**src/design/adaptive_traffic_light_controller_core_defines.svh**
```systemverilog
// ----------------------------------------------------------------------------
// Assertion macros for the traffic light controller
// Shared property templates used by the core's checks.
// ----------------------------------------------------------------------------
`ifndef ADAPTIVE_TRAFFIC_LIGHT_CONTROLLER_CORE_DEFINES_SVH
`define ADAPTIVE_TRAFFIC_LIGHT_CONTROLLER_CORE_DEFINES_SVH

// antecedent implies consequent in the same cycle
`define ATLC_ASSERT_NOW(lbl, clk, rstn, ante, cons) \
  lbl: assert property (@(posedge clk) disable iff (!rstn) (ante) |-> (cons)) \
    else $error("atlc check failed");

// antecedent implies consequent in the next cycle
`define ATLC_ASSERT_NEXT(lbl, clk, rstn, ante, cons) \
  lbl: assert property (@(posedge clk) disable iff (!rstn) (ante) |=> (cons)) \
    else $error("atlc check failed");

`endif

```
**src/design/atlc_pkg.sv**
```systemverilog
// ----------------------------------------------------------------------------
// atlc_pkg
// Types, codes and constants of the traffic light controller.
// ----------------------------------------------------------------------------
package atlc_pkg;

  localparam int NUM_ROADS_DEFAULT = 4;
  localparam int CFG_IDX_W  = 4;
  localparam int CFG_DATA_W = 8;
  localparam int TIME_W     = 8;
  localparam int CNT_W      = 8;
  localparam int CAM_W      = 4;
  localparam int OUT_ROADS  = 4;

  localparam logic [CNT_W-1:0] DENS_LOW_MIN  = 8'd3;
  localparam logic [CNT_W-1:0] DENS_LOW_MAX  = 8'd4;
  localparam logic [CNT_W-1:0] DENS_MED_MAX  = 8'd6;
  localparam logic [CNT_W-1:0] DENS_HIGH_MAX = 8'd9;

  localparam logic [TIME_W-1:0] GREEN_OFF_RST  = 8'd5;
  localparam logic [TIME_W-1:0] GREEN_LOW_RST  = 8'd8;
  localparam logic [TIME_W-1:0] GREEN_MED_RST  = 8'd12;
  localparam logic [TIME_W-1:0] GREEN_HIGH_RST = 8'd18;
  localparam logic [TIME_W-1:0] GREEN_VHI_RST  = 8'd25;
  localparam logic [TIME_W-1:0] YELLOW_RST     = 8'd3;
  localparam logic              ES_EN_RST      = 1'b1;
  localparam logic [CAM_W-1:0]  CAM_MASK_RST   = 4'd0;

  typedef enum logic [1:0] {
    OP_TICK  = 2'd0,
    OP_COUNT = 2'd1,
    OP_START = 2'd2,
    OP_STOP  = 2'd3
  } atlc_op_e;

  typedef enum logic [1:0] {
    LIGHT_OFF    = 2'd0,
    LIGHT_RED    = 2'd1,
    LIGHT_YELLOW = 2'd2,
    LIGHT_GREEN  = 2'd3
  } atlc_light_e;

  typedef enum logic [2:0] {
    DENS_OFF       = 3'd0,
    DENS_LOW       = 3'd1,
    DENS_MEDIUM    = 3'd2,
    DENS_HIGH      = 3'd3,
    DENS_VERY_HIGH = 3'd4
  } atlc_density_e;

  typedef enum logic [CFG_IDX_W-1:0] {
    REG_GREEN_OFF    = 4'd0,
    REG_GREEN_LOW    = 4'd1,
    REG_GREEN_MEDIUM = 4'd2,
    REG_GREEN_HIGH   = 4'd3,
    REG_GREEN_VHIGH  = 4'd4,
    REG_YELLOW       = 4'd5,
    REG_ES_ENABLE    = 4'd6,
    REG_CAMERA_MASK  = 4'd7
  } atlc_reg_e;

  typedef struct packed {
    logic [TIME_W-1:0] green_off;
    logic [TIME_W-1:0] green_low;
    logic [TIME_W-1:0] green_medium;
    logic [TIME_W-1:0] green_high;
    logic [TIME_W-1:0] green_very_high;
    logic [TIME_W-1:0] yellow_time;
    logic              es_enable;
    logic [CAM_W-1:0]  camera_mask;
  } atlc_cfg_t;

  typedef struct packed {
    atlc_op_e         opcode;
    logic [1:0]       road;
    logic [CNT_W-1:0] vehicle_count;
  } atlc_item_t;

  typedef struct packed {
    logic [1:0]        light_road0;
    logic [1:0]        light_road1;
    logic [1:0]        light_road2;
    logic [1:0]        light_road3;
    logic [1:0]        served_road;
    logic [TIME_W-1:0] seconds_left;
    logic              saving_active;
  } atlc_result_t;

  typedef struct packed {
    logic running;
    logic timer_on;
  } atlc_status_t;

  function automatic atlc_density_e density_of(logic [CNT_W-1:0] n);
    atlc_density_e d;
    if (n < DENS_LOW_MIN) begin
      d = DENS_OFF;
    end else if (n <= DENS_LOW_MAX) begin
      d = DENS_LOW;
    end else if (n <= DENS_MED_MAX) begin
      d = DENS_MEDIUM;
    end else if (n <= DENS_HIGH_MAX) begin
      d = DENS_HIGH;
    end else begin
      d = DENS_VERY_HIGH;
    end
    return d;
  endfunction

endpackage

```
**src/design/atlc_if.sv**
```systemverilog
// ----------------------------------------------------------------------------
// atlc interfaces
// Valid/ready channels for items, results and register writes.
// ----------------------------------------------------------------------------
interface atlc_item_if;
  logic                       valid;
  logic                       ready;
  logic [1:0]                 opcode;
  logic [1:0]                 road;
  logic [atlc_pkg::CNT_W-1:0] vehicle_count;

  modport source (output valid, output opcode, output road, output vehicle_count,
                  input ready);
  modport sink (input valid, input opcode, input road, input vehicle_count,
                output ready);
endinterface

interface atlc_result_if;
  logic                        valid;
  logic                        ready;
  logic [1:0]                  light_road0;
  logic [1:0]                  light_road1;
  logic [1:0]                  light_road2;
  logic [1:0]                  light_road3;
  logic [1:0]                  served_road;
  logic [atlc_pkg::TIME_W-1:0] seconds_left;
  logic                        saving_active;

  modport source (output valid, output light_road0, output light_road1,
                  output light_road2, output light_road3, output served_road,
                  output seconds_left, output saving_active, input ready);
  modport sink (input valid, input light_road0, input light_road1,
                input light_road2, input light_road3, input served_road,
                input seconds_left, input saving_active, output ready);
endinterface

interface atlc_cfg_if;
  logic                            valid;
  logic                            ready;
  logic [atlc_pkg::CFG_IDX_W-1:0]  index;
  logic [atlc_pkg::CFG_DATA_W-1:0] data;

  modport source (output valid, output index, output data, input ready);
  modport sink (input valid, input index, input data, output ready);
endinterface

```
**src/design/atlc_cfg_regs.sv**
```systemverilog
// ----------------------------------------------------------------------------
// atlc_cfg_regs
// Configuration register file: green times, yellow time, saving, cameras.
// ----------------------------------------------------------------------------
module atlc_cfg_regs (
  input  logic                clk_i,
  input  logic                rst_ni,
  atlc_cfg_if.sink            cfg_i,
  output atlc_pkg::atlc_cfg_t cfg_o
);

  atlc_pkg::atlc_cfg_t cfg_q;
  logic                wr;

  assign cfg_i.ready = 1'b1;
  assign wr          = cfg_i.valid;
  assign cfg_o       = cfg_q;

  always_ff @(posedge clk_i or negedge rst_ni) begin
    if (!rst_ni) begin
      cfg_q.green_off       <= atlc_pkg::GREEN_OFF_RST;
      cfg_q.green_low       <= atlc_pkg::GREEN_LOW_RST;
      cfg_q.green_medium    <= atlc_pkg::GREEN_MED_RST;
      cfg_q.green_high      <= atlc_pkg::GREEN_HIGH_RST;
      cfg_q.green_very_high <= atlc_pkg::GREEN_VHI_RST;
      cfg_q.yellow_time     <= atlc_pkg::YELLOW_RST;
      cfg_q.es_enable       <= atlc_pkg::ES_EN_RST;
      cfg_q.camera_mask     <= atlc_pkg::CAM_MASK_RST;
    end else if (wr) begin
      case (cfg_i.index)
        atlc_pkg::REG_GREEN_OFF:    cfg_q.green_off       <= cfg_i.data;
        atlc_pkg::REG_GREEN_LOW:    cfg_q.green_low       <= cfg_i.data;
        atlc_pkg::REG_GREEN_MEDIUM: cfg_q.green_medium    <= cfg_i.data;
        atlc_pkg::REG_GREEN_HIGH:   cfg_q.green_high      <= cfg_i.data;
        atlc_pkg::REG_GREEN_VHIGH:  cfg_q.green_very_high <= cfg_i.data;
        atlc_pkg::REG_YELLOW:       cfg_q.yellow_time     <= cfg_i.data;
        atlc_pkg::REG_ES_ENABLE:    cfg_q.es_enable       <= cfg_i.data[0];
        atlc_pkg::REG_CAMERA_MASK:  cfg_q.camera_mask     <= cfg_i.data[atlc_pkg::CAM_W-1:0];
        default: ;
      endcase
    end
  end

endmodule

```
**src/design/atlc_in_reg.sv**
```systemverilog
// ----------------------------------------------------------------------------
// atlc_in_reg
// Input register: captures one item and holds it until the core takes it.
// ----------------------------------------------------------------------------
module atlc_in_reg (
  input  logic                 clk_i,
  input  logic                 rst_ni,
  atlc_item_if.sink            item_i,
  input  logic                 pop_i,
  output logic                 valid_o,
  output atlc_pkg::atlc_item_t item_o
);

  logic                 valid_q;
  atlc_pkg::atlc_item_t item_q;
  logic                 take;

  assign item_i.ready = !valid_q || pop_i;
  assign take         = item_i.valid && item_i.ready;
  assign valid_o      = valid_q;
  assign item_o       = item_q;

  always_ff @(posedge clk_i or negedge rst_ni) begin
    if (!rst_ni) begin
      valid_q <= 1'b0;
    end else if (take) begin
      valid_q <= 1'b1;
    end else if (pop_i) begin
      valid_q <= 1'b0;
    end
  end

  always_ff @(posedge clk_i) begin
    if (take) begin
      item_q.opcode        <= atlc_pkg::atlc_op_e'(item_i.opcode);
      item_q.road          <= item_i.road;
      item_q.vehicle_count <= item_i.vehicle_count;
    end
  end

endmodule

```
**src/design/atlc_ctrl.sv**
```systemverilog
// ----------------------------------------------------------------------------
// atlc_ctrl
// Controller state and per-item next-state logic, one item per cycle while fire_i is high.
// ----------------------------------------------------------------------------
module atlc_ctrl #(
  parameter int NUM_ROADS = atlc_pkg::NUM_ROADS_DEFAULT
) (
  input  logic                   clk_i,
  input  logic                   rst_ni,
  input  logic                   fire_i,
  input  atlc_pkg::atlc_item_t   item_i,
  input  atlc_pkg::atlc_cfg_t    cfg_i,
  output atlc_pkg::atlc_result_t result_o,
  output atlc_pkg::atlc_status_t status_o
);

  localparam int RW   = (NUM_ROADS > 1) ? $clog2(NUM_ROADS) : 1;
  localparam int NCAM = (NUM_ROADS < atlc_pkg::CAM_W) ? NUM_ROADS : atlc_pkg::CAM_W;
  localparam int NP   = (NUM_ROADS > atlc_pkg::OUT_ROADS) ? NUM_ROADS : atlc_pkg::OUT_ROADS;
  localparam logic [RW-1:0] LAST_ROAD = RW'(NUM_ROADS - 1);

  typedef atlc_pkg::atlc_light_e   [NUM_ROADS-1:0] lights_t;
  typedef logic [NUM_ROADS-1:0][atlc_pkg::CNT_W-1:0] counts_t;
  typedef atlc_pkg::atlc_density_e [NUM_ROADS-1:0] dens_t;

  logic                        run_q, run_d;
  logic [RW-1:0]               cur_q, cur_d;
  logic                        yel_q, yel_d;
  logic                        tmr_q, tmr_d;
  logic [atlc_pkg::TIME_W-1:0] rem_q, rem_d;
  logic                        sav_q, sav_d;
  lights_t                     lights_q, lights_d;
  counts_t                     counts_q, counts_d;
  dens_t                       dens_q, dens_d;

  logic                        req_green;
  logic                        count_run;
  logic                        empty;
  logic [RW-1:0]               road_idx;
  logic [NP-1:0][1:0]          lt_pad;

  function automatic lights_t green_pattern(logic [RW-1:0] cur);
    lights_t l;
    for (int i = 0; i < NUM_ROADS; i++) begin
      l[i] = (RW'(i) == cur) ? atlc_pkg::LIGHT_GREEN : atlc_pkg::LIGHT_RED;
    end
    return l;
  endfunction

  function automatic logic [atlc_pkg::TIME_W-1:0] green_for(atlc_pkg::atlc_density_e d,
                                                           atlc_pkg::atlc_cfg_t c);
    logic [atlc_pkg::TIME_W-1:0] t;
    case (d)
      atlc_pkg::DENS_OFF:    t = c.green_off;
      atlc_pkg::DENS_LOW:    t = c.green_low;
      atlc_pkg::DENS_MEDIUM: t = c.green_medium;
      atlc_pkg::DENS_HIGH:   t = c.green_high;
      default:               t = c.green_very_high;
    endcase
    return t;
  endfunction

  assign road_idx = RW'(item_i.road);

  always_comb begin
    run_d     = run_q;
    cur_d     = cur_q;
    yel_d     = yel_q;
    tmr_d     = tmr_q;
    rem_d     = rem_q;
    sav_d     = sav_q;
    lights_d  = lights_q;
    counts_d  = counts_q;
    dens_d    = dens_q;
    req_green = 1'b0;
    count_run = 1'b0;
    empty     = 1'b1;

    case (item_i.opcode)
      atlc_pkg::OP_TICK: begin
        if (tmr_q) begin
          if (!run_q || sav_q) begin
            tmr_d = 1'b0;
          end else begin
            if (rem_q != '0) begin
              rem_d = rem_q - 1'b1;
            end
            if (rem_d == '0) begin
              tmr_d = 1'b0;
              if (!yel_q) begin
                lights_d[cur_q] = atlc_pkg::LIGHT_YELLOW;
                yel_d           = 1'b1;
                rem_d           = cfg_i.yellow_time;
                tmr_d           = 1'b1;
              end else begin
                yel_d           = 1'b0;
                lights_d[cur_q] = atlc_pkg::LIGHT_RED;
                cur_d           = (cur_q == LAST_ROAD) ? '0 : cur_q + 1'b1;
                req_green       = 1'b1;
              end
            end
          end
        end
      end
      atlc_pkg::OP_COUNT: begin
        if (32'(item_i.road) < NUM_ROADS) begin
          counts_d[road_idx] = item_i.vehicle_count;
          dens_d[road_idx]   = atlc_pkg::density_of(item_i.vehicle_count);
          if (run_q) begin
            count_run = 1'b1;
            if (!cfg_i.es_enable) begin
              if (sav_q) begin
                sav_d     = 1'b0;
                req_green = 1'b1;
              end
            end else begin
              for (int i = 0; i < NCAM; i++) begin
                if (cfg_i.camera_mask[i] && counts_d[i] != '0) begin
                  empty = 1'b0;
                end
              end
              if (empty && !sav_q) begin
                sav_d    = 1'b1;
                tmr_d    = 1'b0;
                yel_d    = 1'b0;
                lights_d = {NUM_ROADS{atlc_pkg::LIGHT_OFF}};
              end else if (!empty && sav_q) begin
                sav_d     = 1'b0;
                req_green = 1'b1;
              end
            end
          end
        end
      end
      atlc_pkg::OP_START: begin
        if (!run_q) begin
          run_d     = 1'b1;
          cur_d     = '0;
          yel_d     = 1'b0;
          rem_d     = '0;
          req_green = 1'b1;
        end
      end
      default: begin
        if (run_q) begin
          run_d    = 1'b0;
          tmr_d    = 1'b0;
          lights_d = cfg_i.es_enable ? {NUM_ROADS{atlc_pkg::LIGHT_OFF}}
                                     : {NUM_ROADS{atlc_pkg::LIGHT_RED}};
        end
      end
    endcase

    if (req_green && run_d && !sav_d && !yel_d && !tmr_d) begin
      lights_d = green_pattern(cur_d);
      rem_d    = green_for(dens_d[cur_d], cfg_i);
      tmr_d    = 1'b1;
    end

    // vehicles showed up on the dark served road
    if (count_run && !sav_d && lights_d[cur_d] == atlc_pkg::LIGHT_OFF &&
        counts_d[cur_d] != '0 && run_d && !yel_d && !tmr_d) begin
      lights_d = green_pattern(cur_d);
      rem_d    = green_for(dens_d[cur_d], cfg_i);
      tmr_d    = 1'b1;
    end
  end

  always_ff @(posedge clk_i or negedge rst_ni) begin
    if (!rst_ni) begin
      run_q    <= 1'b0;
      cur_q    <= '0;
      yel_q    <= 1'b0;
      tmr_q    <= 1'b0;
      rem_q    <= '0;
      sav_q    <= 1'b0;
      lights_q <= {NUM_ROADS{atlc_pkg::LIGHT_OFF}};
      counts_q <= '0;
      dens_q   <= {NUM_ROADS{atlc_pkg::DENS_OFF}};
    end else if (fire_i) begin
      run_q    <= run_d;
      cur_q    <= cur_d;
      yel_q    <= yel_d;
      tmr_q    <= tmr_d;
      rem_q    <= rem_d;
      sav_q    <= sav_d;
      lights_q <= lights_d;
      counts_q <= counts_d;
      dens_q   <= dens_d;
    end
  end

  assign lt_pad = (2 * NP)'(lights_d);

  always_comb begin
    result_o.light_road0   = lt_pad[0];
    result_o.light_road1   = lt_pad[1];
    result_o.light_road2   = lt_pad[2];
    result_o.light_road3   = lt_pad[3];
    result_o.served_road   = 2'(cur_d);
    result_o.seconds_left  = rem_d;
    result_o.saving_active = sav_d;
  end

  assign status_o.running  = run_q;
  assign status_o.timer_on = tmr_q;

endmodule

```
**src/design/atlc_out_reg.sv**
```systemverilog
// ----------------------------------------------------------------------------
// atlc_out_reg
// Result register: holds one result item until the consumer takes it.
// ----------------------------------------------------------------------------
module atlc_out_reg (
  input  logic                   clk_i,
  input  logic                   rst_ni,
  input  logic                   load_i,
  input  atlc_pkg::atlc_result_t result_i,
  output logic                   free_o,
  atlc_result_if.source          result_o
);

  logic                   valid_q;
  atlc_pkg::atlc_result_t data_q;

  assign free_o = !valid_q || result_o.ready;

  always_ff @(posedge clk_i or negedge rst_ni) begin
    if (!rst_ni) begin
      valid_q <= 1'b0;
    end else if (load_i) begin
      valid_q <= 1'b1;
    end else if (result_o.ready) begin
      valid_q <= 1'b0;
    end
  end

  always_ff @(posedge clk_i) begin
    if (load_i) begin
      data_q <= result_i;
    end
  end

  assign result_o.valid         = valid_q;
  assign result_o.light_road0   = data_q.light_road0;
  assign result_o.light_road1   = data_q.light_road1;
  assign result_o.light_road2   = data_q.light_road2;
  assign result_o.light_road3   = data_q.light_road3;
  assign result_o.served_road   = data_q.served_road;
  assign result_o.seconds_left  = data_q.seconds_left;
  assign result_o.saving_active = data_q.saving_active;

endmodule

```
**src/design/adaptive_traffic_light_controller_core.sv**
```systemverilog
// ----------------------------------------------------------------------------
// adaptive_traffic_light_controller_core: density-adaptive four-way signal
// Path: item captured in the input register, next state computed, result loaded
// into the result register once it is free; one item per cycle while results drain.
// Rate set by the combinational next-state logic between in and out registers.
// Async active-low reset: stopped, lights off, counts zero, defaults loaded.
// ----------------------------------------------------------------------------
`include "adaptive_traffic_light_controller_core_defines.svh"

module adaptive_traffic_light_controller_core #(
  parameter int NUM_ROADS = atlc_pkg::NUM_ROADS_DEFAULT
) (
  input  logic          clk_i,
  input  logic          rst_ni,
  atlc_cfg_if.sink      cfg_i,
  atlc_item_if.sink     item_i,
  atlc_result_if.source result_o
);

  atlc_pkg::atlc_cfg_t    cfg;
  atlc_pkg::atlc_item_t   item;
  atlc_pkg::atlc_result_t result;
  atlc_pkg::atlc_status_t status;
  logic                   item_valid;
  logic                   out_free;
  logic                   fire;

  assign fire = item_valid && out_free;

  atlc_cfg_regs u_cfg (
    .clk_i  (clk_i),
    .rst_ni (rst_ni),
    .cfg_i  (cfg_i),
    .cfg_o  (cfg)
  );

  atlc_in_reg u_in (
    .clk_i   (clk_i),
    .rst_ni  (rst_ni),
    .item_i  (item_i),
    .pop_i   (fire),
    .valid_o (item_valid),
    .item_o  (item)
  );

  atlc_ctrl #(
    .NUM_ROADS (NUM_ROADS)
  ) u_ctrl (
    .clk_i    (clk_i),
    .rst_ni   (rst_ni),
    .fire_i   (fire),
    .item_i   (item),
    .cfg_i    (cfg),
    .result_o (result),
    .status_o (status)
  );

  atlc_out_reg u_out (
    .clk_i    (clk_i),
    .rst_ni   (rst_ni),
    .load_i   (fire),
    .result_i (result),
    .free_o   (out_free),
    .result_o (result_o)
  );

  `ATLC_ASSERT_NEXT(a_fire_fills_out, clk_i, rst_ni, fire, result_o.valid)
  `ATLC_ASSERT_NOW(a_stopped_no_timer, clk_i, rst_ni, !status.running, !status.timer_on)
  `ATLC_ASSERT_NEXT(a_held_item_stays, clk_i, rst_ni, item_valid && !fire, item_valid)

endmodule

```
**src/flat_wrapper.sv**
```systemverilog
// flat-port wrapper written by rule: the top's interface ports become plain ports
module adaptive_traffic_light_controller_core_flat 
#(
  parameter int NUM_ROADS = atlc_pkg::NUM_ROADS_DEFAULT
)
  (clk_i, rst_ni, cfg_i_valid, cfg_i_index, cfg_i_data, cfg_i_ready, item_i_valid, item_i_opcode, item_i_road, item_i_vehicle_count, item_i_ready, result_o_valid, result_o_light_road0, result_o_light_road1, result_o_light_road2, result_o_light_road3, result_o_served_road, result_o_seconds_left, result_o_saving_active, result_o_ready);
  atlc_cfg_if cfg_i_i ();
  atlc_item_if item_i_i ();
  atlc_result_if result_o_i ();
  input  logic clk_i;
  input  logic rst_ni;
  input wire logic [$bits(cfg_i_i.valid)-1:0] cfg_i_valid;
  input wire logic [$bits(cfg_i_i.index)-1:0] cfg_i_index;
  input wire logic [$bits(cfg_i_i.data)-1:0] cfg_i_data;
  output wire logic [$bits(cfg_i_i.ready)-1:0] cfg_i_ready;
  input wire logic [$bits(item_i_i.valid)-1:0] item_i_valid;
  input wire logic [$bits(item_i_i.opcode)-1:0] item_i_opcode;
  input wire logic [$bits(item_i_i.road)-1:0] item_i_road;
  input wire logic [$bits(item_i_i.vehicle_count)-1:0] item_i_vehicle_count;
  output wire logic [$bits(item_i_i.ready)-1:0] item_i_ready;
  output wire logic [$bits(result_o_i.valid)-1:0] result_o_valid;
  output wire logic [$bits(result_o_i.light_road0)-1:0] result_o_light_road0;
  output wire logic [$bits(result_o_i.light_road1)-1:0] result_o_light_road1;
  output wire logic [$bits(result_o_i.light_road2)-1:0] result_o_light_road2;
  output wire logic [$bits(result_o_i.light_road3)-1:0] result_o_light_road3;
  output wire logic [$bits(result_o_i.served_road)-1:0] result_o_served_road;
  output wire logic [$bits(result_o_i.seconds_left)-1:0] result_o_seconds_left;
  output wire logic [$bits(result_o_i.saving_active)-1:0] result_o_saving_active;
  input wire logic [$bits(result_o_i.ready)-1:0] result_o_ready;
  assign cfg_i_i.valid = cfg_i_valid;
  assign cfg_i_i.index = cfg_i_index;
  assign cfg_i_i.data = cfg_i_data;
  assign cfg_i_ready = cfg_i_i.ready;
  assign item_i_i.valid = item_i_valid;
  assign item_i_i.opcode = item_i_opcode;
  assign item_i_i.road = item_i_road;
  assign item_i_i.vehicle_count = item_i_vehicle_count;
  assign item_i_ready = item_i_i.ready;
  assign result_o_valid = result_o_i.valid;
  assign result_o_light_road0 = result_o_i.light_road0;
  assign result_o_light_road1 = result_o_i.light_road1;
  assign result_o_light_road2 = result_o_i.light_road2;
  assign result_o_light_road3 = result_o_i.light_road3;
  assign result_o_served_road = result_o_i.served_road;
  assign result_o_seconds_left = result_o_i.seconds_left;
  assign result_o_saving_active = result_o_i.saving_active;
  assign result_o_i.ready = result_o_ready;
  adaptive_traffic_light_controller_core #(.NUM_ROADS(NUM_ROADS)) u_core (.clk_i(clk_i), .rst_ni(rst_ni), .cfg_i(cfg_i_i), .item_i(item_i_i), .result_o(result_o_i));
endmodule
```
**config.mk**
```make
export PLATFORM = sky130hd
export DESIGN_NAME = adaptive_traffic_light_controller_core_flat
export DESIGN_NICKNAME = d
export VERILOG_FILES = /design/src/design/atlc_pkg.sv /design/src/design/atlc_if.sv /design/src/design/atlc_cfg_regs.sv /design/src/design/atlc_in_reg.sv /design/src/design/atlc_ctrl.sv /design/src/design/atlc_out_reg.sv /design/src/design/adaptive_traffic_light_controller_core.sv /design/src/flat_wrapper.sv
export VERILOG_INCLUDE_DIRS = /design/src /design/src/design
export SDC_FILE = /design/constraint.sdc
export NUM_CORES = 1
export LEC_CHECK = 0
export ABC_CLOCK_PERIOD_IN_PS = 5250
export BUFFER_PORTS_ARGS = -buffer_cell sky130_fd_sc_hd__clkbuf_2
export CORE_UTILIZATION = 30
export CTS_BUF_LIST = sky130_fd_sc_hd__clkbuf_16
export DETAILED_ROUTE_END_ITERATION = 10
export GPL_TIMING_DRIVEN = 0
export HOLD_SLACK_MARGIN = 0.06
export SLEW_MARGIN = 30
export SYNTH_ARGS = -nofsm -noshare
export SYNTH_HDL_FRONTEND = slang
export SYNTH_SLANG_ARGS = --single-unit
```
**constraint.sdc**
```tcl
create_clock -name clk_i -period 5.25 [get_ports clk_i]
set_input_delay 0.7875 -clock clk_i [delete_from_list [all_inputs] [get_ports clk_i]]
set_output_delay 0.7875 -clock clk_i [all_outputs]
set_load 0.005 [all_outputs]
```
=== After elaboration in Yosys (flattened, before gate mapping) ===
Cells that the tools add are included.

* Input port bits: 29
* Output and inout port bits: 22
* Register bits: 152

* Eq/ne operators: 16
* Add/subtract/negate cells: 2
* Reductions and logical operators: 55
* Multiplexer cells: 106
* Magnitude comparators: 9
* Bitwise operators: 6

{| class="wikitable"
|+ Operator list
! kind !! number
|-
| two-way mux 8 bit || 23
|-
| nonzero test 8 bit || 6
|-
| two-way mux 1 bit || 45
|-
| bitwise mux 32 bit || 1
|-
| two-way mux 32 bit || 1
|-
| case mux 8 bit (4 select lines) || 1
|-
| two-way mux 2 bit || 12
|-
| case mux 8 bit (3 select lines) || 1
|-
| two-way mux 3 bit || 7
|-
| logical AND 1 bit || 20
|-
| binary-select mux 8 bit (select 2 bit) || 1
|-
| demux 8 bit (select 2 bit) || 1
|-
| == test 4 x 3 -> 1 bit (second input constant) || 4
|-
| less-or-equal comparator 8 x 3 -> 1 bit (second input constant) || 2
|-
| case mux 8 bit (2 select lines) || 1
|-
| AND reduction 2 bit || 8
|-
| bitwise mux 12 bit || 1
|-
| two-way mux 12 bit || 1
|-
| zero test 1 bit || 9
|-
| < comparator 2 x 3 -> 1 bit (second input constant) || 3
|-
| case mux 1 bit (3 select lines) || 3
|-
| bitwise AND 4 bit || 2
|-
| == test 4 x 2 -> 1 bit (second input constant) || 2
|-
| less-or-equal comparator 8 x 4 -> 1 bit (second input constant) || 1
|-
| other kinds (27) || 38
|}

=== Logic depth before layout (Yosys ltp) ===
Gate-level depths: netlist of the first run.

* Depth in word-level cells: 35
* Mapped depth: 21
* Depth with buffers taken out: 17

=== By module ===
From an unflattened synthesis of the first run, not the netlist that was laid out.

* Cell total of the unflattened synthesis: 729
* Area total of the unflattened synthesis: 8,142.8 sq um

{| class="wikitable"
|+ By module, submodules not included
! module !! times used !! cells an instance !! seq. area each (sq um) !! area an instance (sq um)
|-
| atlc_ctrl || 1 || 567 || 1,651.6 || 5,018.6
|-
| atlc_cfg_regs || 1 || 123 || 1,342.5 || 2,085.8
|-
| atlc_out_reg || 1 || 22 || 595.6 || 618.1
|-
| atlc_in_reg || 1 || 16 || 385.4 || 414.1
|-
| adaptive_traffic_light_controller_core || 1 || 1 || 0.0 || 6.3
|}

=== Worst setup path before layout of the first run ===
Ideal clock, no wire load.

* Kind: register to register
* Start: register u_core.u_ctrl.rem_q[0] in the netlist's numbering
* End: register u_core.u_out.data_q, in the netlist u_core.u_out.result_o.seconds_left[6] (data pin)
* Setup slack: 1.103 ns
* Clock period less this slack: 4.147 ns
* Arrival time: 3.886 ns
* Cell stages (with the launch flop): 18
* Setup time: 0.261 ns
* Cells stage by stage: dfrtp_1 > clkbuf_1 > inv_1 > ha_1 > clkbuf_1 > nor4b_1 > a41oi_1 > a2111o_1 > buf_6 > or4b_4 > and2_4 > buf_6 > a32o_1 > o31ai_4 > nand4_2 > buf_6 > a211oi_2 > nor2_1

{| class="wikitable"
|+ RTL lines
! element !! line !! text
|-
| start: declaration || atlc_ctrl.sv:30 || <nowiki>logic [atlc_pkg::TIME_W-1:0] rem_q, rem_d;</nowiki>
|-
| start signal: assignment || atlc_ctrl.sv:185 || <nowiki>rem_q <= rem_d;</nowiki>
|-
| end signal: assignment || atlc_out_reg.sv:31 || <nowiki>data_q <= result_i;</nowiki>
|-
| end: declaration || atlc_out_reg.sv:15 || <nowiki>atlc_pkg::atlc_result_t data_q;</nowiki>
|}

==> run metrics, run 1 <==
status=finished, violations left; failing checks=design-rule violations; Mapped Nets=785; R2R Setup Slk=0.27 ns; Async S/R FF share, synth=79.6%; Slowest-stage cell, CP=or4b_1; CP endpoint kind=flop; Clock Sinks=152; gp weighted congestion=0.915; Setup Viol. Count Final=0; H-tree levels=4; number of nets still failing antenna checks after routing=0; clk buf depth=2; crit-path leading delay family=compound AO/OA/AOI/OAI gates; Post-Syn Area=8090 sq um; Pleak=0.00396 uW; share of layout cells above drive strength 1=26.9%; final worst setup slack=0.270 ns; Antenna diodes=0; Yosys top cell area share=33.4%; number of port buffers=48; Rel. slew slack=34.7%; Worst Path Buf+Inv=5; core area=26,300 sq um; Syn Inst Count=749; largest net degree at the start of global routing=77; sequential area share after synthesis=49.2%; worst hold slack=0.293 ns; peak supply drop=243 uV; top_reg_cell synth=dfrtp_1; Initial Util=30.8%; drt first pass iters=9; Clock Latency Late Sink=0.43 ns; Nets=856; DIE HEIGHT=166 um; Fmax achieved=0.201 GHz; final cell count without fillers=1,168; Remaining Overflow, GRT=0; Boundary Pins=51; CTS Root Cell=clkbuf_16; Total GRT Usage=15.2%; first-pass GRT wire length=32.8 mm; setup TNS=0 ns; Clock transition at path regs=0.07 ns; most common cell after layout, fill and taps aside=dfrtp_1; worst-margin pin slew=0.972 ns; DIE AREA=27,600 sq um; critical-path cell list=clkbuf_1, inv_1, ha_1, nand2b_1, a2111o_1, a211o_1, clkbuf_1, o31a_1, nor2_4, inv_2, or4b_1, o211ai_1, nand4_2, buf_6, a211oi_1, a21oi_1; Tcrit/Tclk final=94.9%; Avg Inst Size Synth=10.8 sq um; Worst setup SP type=flop; P&R area growth vs syn=17.5%; via count=6,176; Post-Route Skew=0.0100 ns; 1st-iter DRT viols=557; Hold Path Class=in2async; Area contributors post-synth=dfrtp_1 (33%), mux2_2 (12%), edfxtp_1 (12%); Yosys cell types=76; Pwr per Cell Area=495 nW/um^2; DP HPWL=14.8 mm; hold buffers post-CTS=0; critical path type=reg2reg; Wirelength per Cell=17.5 um; most frequent CP cell=clkbuf_1; CP Data Arrival Time=5.13 ns; CP Data Required Time=5.40 ns; most frequent cells in the layout=dfrtp_1 (108), mux2_2 (84), nand2_1 (81); Crit Path Max Fanout=10; Placed Cells=1,134; CTS tree=built; Die W=166 um; minimum clock period=4.98 ns; vias in the first global route=5,956; synthesized flop and latch total=152; Num CTS Buffers=17; number of synthesized flops with an enable pin=31; CP max stage delay=0.53 ns; Slew Limit Fails=0; initial antenna violation count=0; max-cap viol count=0; Warnings, synthesis=0; final hold violation count=0; # DRC=5; std cell rows=59; via/cell ratio=5.29; post-place setup slack=0.0591 ns; area leader, netlist=dfrtp_1; final WL=20.4 mm
==> registers in the layout (all words and copies together) (netlist names), 2 cells and up <==
| name | count |
|---|---|
| u_core.u_ctrl.rem_q | 8 |
| u_core.u_out.result_o.light_road3 | 2 |
| u_core.u_out.result_o.seconds_left | 8 |
| u_core.u_out.result_o.served_road | 2 |
| u_core.u_ctrl.lights_q | 8 |
| u_core.u_out.result_o.light_road0 | 2 |
| u_core.u_ctrl.counts_q | 32 |
| u_core.u_cfg.cfg_o | 53 |
| u_core.u_out.result_o.light_road2 | 2 |
| u_core.u_in.item_o | 12 |
| u_core.u_out.result_o.light_road1 | 2 |
| u_core.u_ctrl.dens_q | 12 |
| u_core.u_ctrl.cur_q | 2 |
==> power breakdown <==
part           switching (uW)  total (uW)  internal, uW
clock network             566        1290           722
logic                    1080        1760           689
registers                 153        1650          1500
total                    1800        4710          2910
==> per-stage QoR <==
step | total power (uW) | utilization, % | cell area (sq um)
after detailed placement | 3340 | 33.5 | 8810
after global placement | 3310 | 33.3 | 8740
after CTS | 4670 | 35.9 | 9430
final | 4710 | 36.2 | 9500
after floorplan | 2880 | - | 8090
after global routing | 4970 | 36.2 | 9500
==> what timing repair did <==
| action | in CTS | in global routing |
|---|---|---|
| gates resized for setup | 1 | 6 |
| pin swaps | 0 | 2 |
| setup endpoints to repair | 1 | 14 |
| cloned | 0 | 0 |
| buffers inserted | 0 | 3 |
==> Yosys cell counts (6+ instances only) <==
| library cell | number |
|---|---|
| dfrtp_1 | 108 |
| mux2_2 | 84 |
| nand2_1 | 81 |
| o21ai_0 | 53 |
| nor2_1 | 41 |
| edfxtp_1 | 31 |
| clkbuf_1 | 30 |
| a21oi_1 | 26 |
| inv_1 | 23 |
| mux2i_1 | 23 |
| nand3_1 | 18 |
| dfstp_2 | 13 |
| a31oi_1 | 12 |
| nand2b_1 | 12 |
| nor3_1 | 12 |
| nor4_1 | 12 |
| a211oi_1 | 10 |
| a22o_1 | 8 |
| ha_1 | 7 |
| nand3b_1 | 7 |
| o211ai_1 | 7 |
| a22oi_1 | 6 |
| nor3b_1 | 6 |
==> logic make-up after synthesis <==
kind of cell | synth area share, %
fa+ha+maj | 1.08
other cells | 0.0464
flops | 49.2
buf+inv | 3.62
mux | 14.7
simple gates | 14.1
compound gates | 17.2
==> per-layer routing <==
metal	global-route usage (%)	share of wire [%]	vias to the layer above
met2	22.2	43	184
li1	-	-	2950
met4	5.49	1.7	0
met3	3.24	5.7	25
met1	21.8	49	3017
met5	0	0	-
==> path summary, 6_finish.rpt <==
path / start / to / cells past startpoint
hold reg to reg: u_core.u_ctrl.dens_q[11] / u_core.u_ctrl.dens_q[11] / 2
setup reg to reg: u_core.u_ctrl.rem_q[0] / u_core.u_out.result_o.seconds_left[2] / 16
hold / removal: rst_ni / u_core.u_ctrl.counts_q[31] / 1
setup / recovery: u_core.u_ctrl.rem_q[0] / u_core.u_out.result_o.seconds_left[2] / 16
min in group clk_i: u_core.u_ctrl.dens_q[11] / u_core.u_ctrl.dens_q[11] / 2
max in group asynchronous: rst_ni / u_core.u_cfg.cfg_o[25] / 2
==> layout make-up <==
cell class | count | area, sq um
plain buffers | 40 | 196
clock buffers | 17 | 425
clock inverters | 15 | 181
fillers | 2628 | 16800
inverters | 25 | 93.8
multi-input cells | 531 | 3880
flip-flops and latches | 152 | 3980
well taps | 335 | 419
repair buffers | 53 | 332
Power figures use the tool's default switching activity.
==> run 2: changes to the inputs <==
--- a/config.mk
+++ b/config.mk
@@ -7,12 +7,15 @@
 export NUM_CORES = 1
 export LEC_CHECK = 0
 export ABC_CLOCK_PERIOD_IN_PS = 5250
-export BUFFER_PORTS_ARGS = -buffer_cell sky130_fd_sc_hd__clkbuf_2
-export CORE_UTILIZATION = 30
+export CELL_PAD_IN_SITES_DETAIL_PLACEMENT = 0
+export CELL_PAD_IN_SITES_GLOBAL_PLACEMENT = 1
+export CORE_UTILIZATION = 40
 export CTS_BUF_LIST = sky130_fd_sc_hd__clkbuf_16
 export DETAILED_ROUTE_END_ITERATION = 10
+export DONT_BUFFER_PORTS = 1
 export GPL_TIMING_DRIVEN = 0
 export HOLD_SLACK_MARGIN = 0.06
+export PLACE_DENSITY_LB_ADDON = 0.1
 export SLEW_MARGIN = 30
 export SYNTH_ARGS = -nofsm -noshare
 export SYNTH_HDL_FRONTEND = slang
==> run 2 against run 1 <==
The flow now finishes without violations. Maximum frequency is essentially flat. Via count shrank 0.65%. Routed wire length grew 10%. Final cell count shrank 9.9%. Count of clock-buffer cells in the layout is the same. Die area shrank 25%. Combinational power is essentially flat. Register-to-register slack is essentially flat. Clock power shrank 5%. Core utilization grew 10 points. Critical endpoint unchanged. Highest routed layer unchanged.
==> run metrics, run 2 (synthesis gave the netlist of run 1 again) <==
std cell rows=51 (-14%); Tcrit/Tclk final=94.8% (about the same); Placed Cells=1,015 (-10%); vias in the first global route=5,974 (+0.30%); # DRC=0 (-5); initial antenna violation count=0 (unchanged); FF-to-FF End=u_core.u_out.result_o.seconds_left[2]; CP endpoint kind=flop; Worst setup SP type=flop; area of the multi-input gates=3880 sq um (+0.16%); RSZ-0062 raised after global routing=no; via/cell ratio=5.83 (+10%); Clock Sinks=152 (unchanged); worst hold slack=0.215 ns (-0.0781 ns); status=finished, final reports clean; Post-Route Skew=0.0106 ns (+0.000540 ns); Clock Latency Late Sink=0.43 ns (about the same); 1st-iter DRT viols=445 (-20%); R2R Path Start=u_core.u_ctrl.rem_q[0]; Initial Util=41.1% (+10 points); Remaining Overflow, GRT=0 (unchanged); first-pass GRT wire length=35.1 mm (+6.8%); R2R depth=18 (+2); fillcell total=1,875 (-29%); gp weighted congestion=0.914 (-0.14%); most frequent cells in the layout=dfrtp_1 (108), mux2_2 (84), nand2_1 (81); final WL=22.5 mm (+10%); DIE AREA=20,800 sq um (-25%); Hold Path Class=in2async; drt first pass iters=5 (-4); Fmax achieved=0.201 GHz (about the same); via count=6,136 (-0.65%); final hold violation count=0 (unchanged); CP Data Arrival Time=5.15 ns (+0.02 ns); fin util=46.6% (+10 points); Wirelength per Cell=21.4 um (+23%); final total power=4660 uW (-0.99%); Crit Path Max Fanout=10 (unchanged); Num CTS Buffers=17 (unchanged); Nets=810 (-5.4%); Clock transition at path regs=0.07 ns (about the same); DIE HEIGHT=144 um (-13%); clk buf depth=2 (unchanged); area occupied by registers=3980 sq um (unchanged); DP HPWL=15.7 mm (+6.0%); critical path type=reg2reg; R2R Setup Slk=0.27 ns (about the same); most common cell after layout, fill and taps aside=dfrtp_1; CP Data Required Time=5.42 ns (+0.02 ns); minimum clock period=4.98 ns (-0.00338 ns); peak supply drop=237 uV (-2.6%); final cell count without fillers=1,052 (-9.9%); Total GRT Usage=22.9% (+7.7 points); Boundary Pins=51 (unchanged); Slew Limit Fails=0 (unchanged); largest net degree at the start of global routing=109 (+42%); Setup Viol. Count Final=0 (unchanged); P&R area growth vs syn=13.4%; number of port buffers=0 (-100%); max FFs per register=53 (unchanged); share of layout cells above drive strength 1=22.6% (-4.3 points); number of nets still failing antenna checks after routing=0 (unchanged); Rel. slew slack=32.6% (-2.1 points); CTS tree=built; Antenna diodes=0 (unchanged); H-tree levels=4 (unchanged); Pleak=0.00375 uW (-5.1%); core area=19,700 sq um (-25%); Die W=144 um (-13%); CTS Root Cell=clkbuf_16; max-cap viol count=0 (unchanged); Pwr per Cell Area=508 nW/um^2 (+2.6%); worst-margin pin slew=1.00 ns (+0.0310 ns)
## run 2: cell count changes in the layout (fill, tap and decap cells not counted), moves of 2 or more
cell      change
clkbuf_2     -47
inv_4         -2
inv_6         +2
a211oi_1      -3
a211oi_2      +3
clkinv_1      +2
## run 2: metrics by stage
| step | setup slack [ns] | cell area, sq um | TNS, ns |
|---|---|---|---|
| after global routing | 0.0145 | 9170 | 0 |
| after detailed placement | -0.135 | 8450 | -0.412 |
| after CTS | 0.00242 | 9100 | 0 |
| final | 0.273 | 9170 | 0 |
| after global placement | -0.135 | 8420 | -0.287 |
| after floorplan | 1.10 | 8090 | 0 |
## run 2: routing by layer
metal	share of wire [%]	global-route usage (%)	up-vias
met3	4.4	4.37	31
met4	2.0	7.76	0
met1	47	31.6	3062
li1	-	-	2850
met2	46	35.8	193
met5	0	0	-
## run 2: worst max path at each step
stage	startpoint	endpoint	depth (start not counted)
final	u_core.u_ctrl.rem_q[0]	u_core.u_out.result_o.seconds_left[2]	18
after global routing	u_core.u_ctrl.rem_q[0]	u_core.u_out.result_o.seconds_left[1]	16
after CTS	u_core.u_ctrl.rem_q[0]	u_core.u_out.result_o.seconds_left[1]	15
after detailed placement	u_core.u_ctrl.rem_q[0]	u_core.u_out.result_o.seconds_left[0]	14
after global placement	u_core.u_ctrl.rem_q[0]	u_core.u_out.result_o.seconds_left[0]	14
after floorplan	u_core.u_ctrl.rem_q[0]	u_core.u_out.result_o.seconds_left[6]	17
## run 2: layout make-up
cell class / count / area share (%)
multi-input combinational: 531 / 42.4
tap: 265 / 3.62
clock inverter: 15 / 1.75
clock buffer: 17 / 4.64
sequential: 152 / 43.4
buffer: 41 / 2.18
timing repair buffer: 6 / 1.06
inverter: 25 / 1.02
## run 2: timing repair
item,4_1_cts,5_1_grt
gates resized for setup,5,4
hold endpoints to repair,108,0
endpoints found under the setup margin,9,15
setup buffers,0,4
pin swaps,1,3
hold buffers,1,0
cloned,0,0
## run 2: worst max-delay path, cell delays in order (launching register included)
cell       delay, ns
dfrtp_1         0.36
clkbuf_1        0.19
inv_1           0.16
ha_1            0.15
clkbuf_1        0.36
or4b_2          0.67
nor2_1          0.32
a2111oi_4       0.19
nand2_1         0.15
inv_1           0.13
ha_1            0.32
a22o_1          0.24
a21oi_1         0.25
a31oi_1         0.15
o311ai_1        0.17
nand4_2         0.29
buf_6           0.25
a211oi_2        0.30
a21oi_1         0.07
## run 2: power by group
group	internal (uW)	switching, uW	total [uW]
Combinational	668	1100	1760
Clock	675	557	1230
Sequential	1500	162	1660
==> run 3: changes to the inputs <==
--- a/config.mk
+++ b/config.mk
@@ -15,7 +15,8 @@
 export DONT_BUFFER_PORTS = 1
 export GPL_TIMING_DRIVEN = 0
 export HOLD_SLACK_MARGIN = 0.06
-export PLACE_DENSITY_LB_ADDON = 0.1
+export PLACE_DENSITY = 0.7
+export REMOVE_ABC_BUFFERS = 1
 export SLEW_MARGIN = 30
 export SYNTH_ARGS = -nofsm -noshare
 export SYNTH_HDL_FRONTEND = slang
==> run 3 against run 2 <==
Combinational power decreased by 10%. Sequential share of layout area grew 0.99 points. Clock power hardly changed. Critical path type unchanged. Largest power group is now registers.
==> run metrics, run 3 (synthesis gave the netlist of run 1 again) <==
status=finished, final reports clean; number of port buffers=0 (unchanged); Wirelength per Cell=20.3 um (-5.1%); final hold violation count=0 (unchanged); Pleak=0.00364 uW (-3.1%); Num CTS Buffers=17 (unchanged); R2R depth=13 (-5); CP Data Required Time=5.40 ns (-0.02 ns); share of layout cells above drive strength 1=22.6% (about the same); core area=19,700 sq um (unchanged); DIE HEIGHT=144 um (unchanged); most frequent cells in the layout=dfrtp_1 (108), mux2_2 (84), nand2_1 (81); CP Data Arrival Time=5.16 ns (about the same); Setup Viol. Count Final=0 (unchanged); Slew Limit Fails=0 (unchanged); Clock transition at path regs=0.07 ns (about the same); worst hold slack=0.213 ns (-0.00279 ns); Clock Latency Late Sink=0.44 ns (about the same); via count=5,943 (-3.1%); Boundary Pins=51 (unchanged); vias in the first global route=5,743 (-3.9%); peak supply drop=291 uV (+23%); Remaining Overflow, GRT=0 (unchanged); Clock Sinks=152 (unchanged); Post-Route Skew=0.0134 ns (+0.00284 ns); area occupied by registers=3980 sq um (unchanged); Nets=766 (-5.4%); area of the multi-input gates=3910 sq um (+0.64%); Total GRT Usage=20.4% (-2.5 points); Logic pwr share=34.6% (-3.3 points); std cell rows=51 (unchanged); 1st-iter DRT viols=511 (+15%); drt first pass iters=5 (unchanged); Rel. slew slack=39.8% (+7.1 points); clk buf depth=2 (unchanged); CTS Root Cell=clkbuf_16; CP max stage delay=0.60 ns (-0.07 ns); number of nets still failing antenna checks after routing=0 (unchanged); final WL=20.5 mm (-9.0%); P&R area growth vs syn=10.9%; critical path type=reg2reg; Tcrit/Tclk final=95.6% (+0.79 points); Pwr per Cell Area=508 nW/um^2 (about the same); fillcell total=1,892 (+0.91%); Clock power frac=27.4% (+1.0 points); DP HPWL=14.1 mm (-10%); Fmax achieved=0.199 GHz (-0.82%); Internal=2780 uW (-2.3%); largest net degree at the start of global routing=109 (unchanged); critical path depth in cells=13 (-5); Antenna diodes=0 (unchanged); via/cell ratio=5.90 (+1.1%); DIE AREA=20,800 sq um (unchanged); # DRC=0 (unchanged); Worst setup SP type=flop; initial antenna violation count=0 (unchanged); CP endpoint kind=flop; gp weighted congestion=0.923 (+1.1%); critical-path cell list=inv_1, ha_1, nor4b_2, a41oi_1, a2111o_2, o31a_1, nor2_4, inv_2, or4b_1, o211ai_1, nand4_4, a211oi_1, a21oi_1; RSZ-0062 raised after global routing=no; crit-path leading delay family=compound AO/OA/AOI/OAI gates; H-tree levels=4 (unchanged); max FFs per register=53 (unchanged); first-pass GRT wire length=32.1 mm (-8.6%); setup TNS=0 ns (unchanged); worst-margin pin slew=0.897 ns (-0.106 ns); sequential power share=38.0% (+2.3 points); Slowest-stage cell, CP=a2111o_2; Hold Path Class=in2async; sw power=1780 uW (-2.1%); CTS tree=built; Worst Path Buf+Inv=2 (-3); most common cell after layout, fill and taps aside=dfrtp_1; Die W=144 um (unchanged); Sw Share=39.0% (about the same); max-cap viol count=0 (unchanged); fin util=45.6% (-1.0 points); minimum clock period=5.02 ns (+0.0412 ns); Crit Path Max Fanout=15 (+5); Initial Util=41.1% (unchanged)
## run 3: changes by cell type in the layout (fill, tap and decap cells not counted), moves of 2 or more
cell / previous run / this run
clkinv_1: 2 / 0
a211oi_2: 7 / 2
buf_2: 3 / 0
buf_1: 2 / 0
clkbuf_1: 29 / 0
nor3_2: 2 / 4
buf_6: 5 / 0
inv_8: 4 / 6
a211oi_1: 4 / 9
buf_4: 4 / 0
## run 3: repair_timing
| item | CTS | global route |
|---|---|---|
| pin swaps | 0 | 1 |
| gates resized for setup | 2 | 6 |
| setup buffers | 0 | 0 |
| gates cloned | 0 | 1 |
| endpoints found under the setup margin | 25 | 23 |
| endpoints found under the hold margin | 108 | 0 |
| hold buffers | 1 | 0 |
## run 3: metal layers
layer  part of all wire, %  global-route usage (%)
met1                    48                    29.1
met2                    46                    31.2
met3                   4.4                    3.68
met4                   1.2                    6.20
met5                     0                       0
## run 3: power groups by stage
stage	registers (uW)	logic, uW	clock network, uW
floorplan	1670	1120	0
global placement	1730	1410	0
detailed placement	1740	1460	0
CTS	1720	1480	1270
global route	1770	1710	1320
finish	1730	1580	1250
## run 3: layout make-up
class	instances	share of cell area, %
sequential	152	44.3
timing repair buffer	2	0.614
clock buffer	17	4.75
inverter	25	1.05
clock inverter	15	1.94
tap	265	3.70
multi-input combinational	532	43.6
## run 3: final timing paths
kind	startpoint	endpoint	slack (ns)
worst min register to register	u_core.u_ctrl.counts_q[3]	u_core.u_ctrl.counts_q[3]	0.49
worst max-delay path	u_core.u_ctrl.rem_q[0]	u_core.u_out.result_o.seconds_left[2]	0.23
worst max register to register	u_core.u_ctrl.rem_q[0]	u_core.u_out.result_o.seconds_left[2]	0.23
min in group clk_i	item_i_vehicle_count[2]	u_core.u_in.item_o[2]	0.45
worst min-delay path	rst_ni	u_core.u_cfg.cfg_o[47]	0.21
max in group asynchronous	rst_ni	u_core.u_ctrl.counts_q[16]	4.48
## run 3: through the flow
step / worst slack [ns] / total power (uW) / area [sq um] / instances
floorplan: 0.728 / 2780 / 7890 / 708
global placement: -0.420 / 3140 / 8220 / 973
detailed placement: -0.484 / 3200 / 8260 / 974
CTS: 0.0575 / 4480 / 8900 / 1007
global route: 0.00262 / 4800 / 8960 / 1008
finish: 0.232 / 4560 / 8960 / 1008
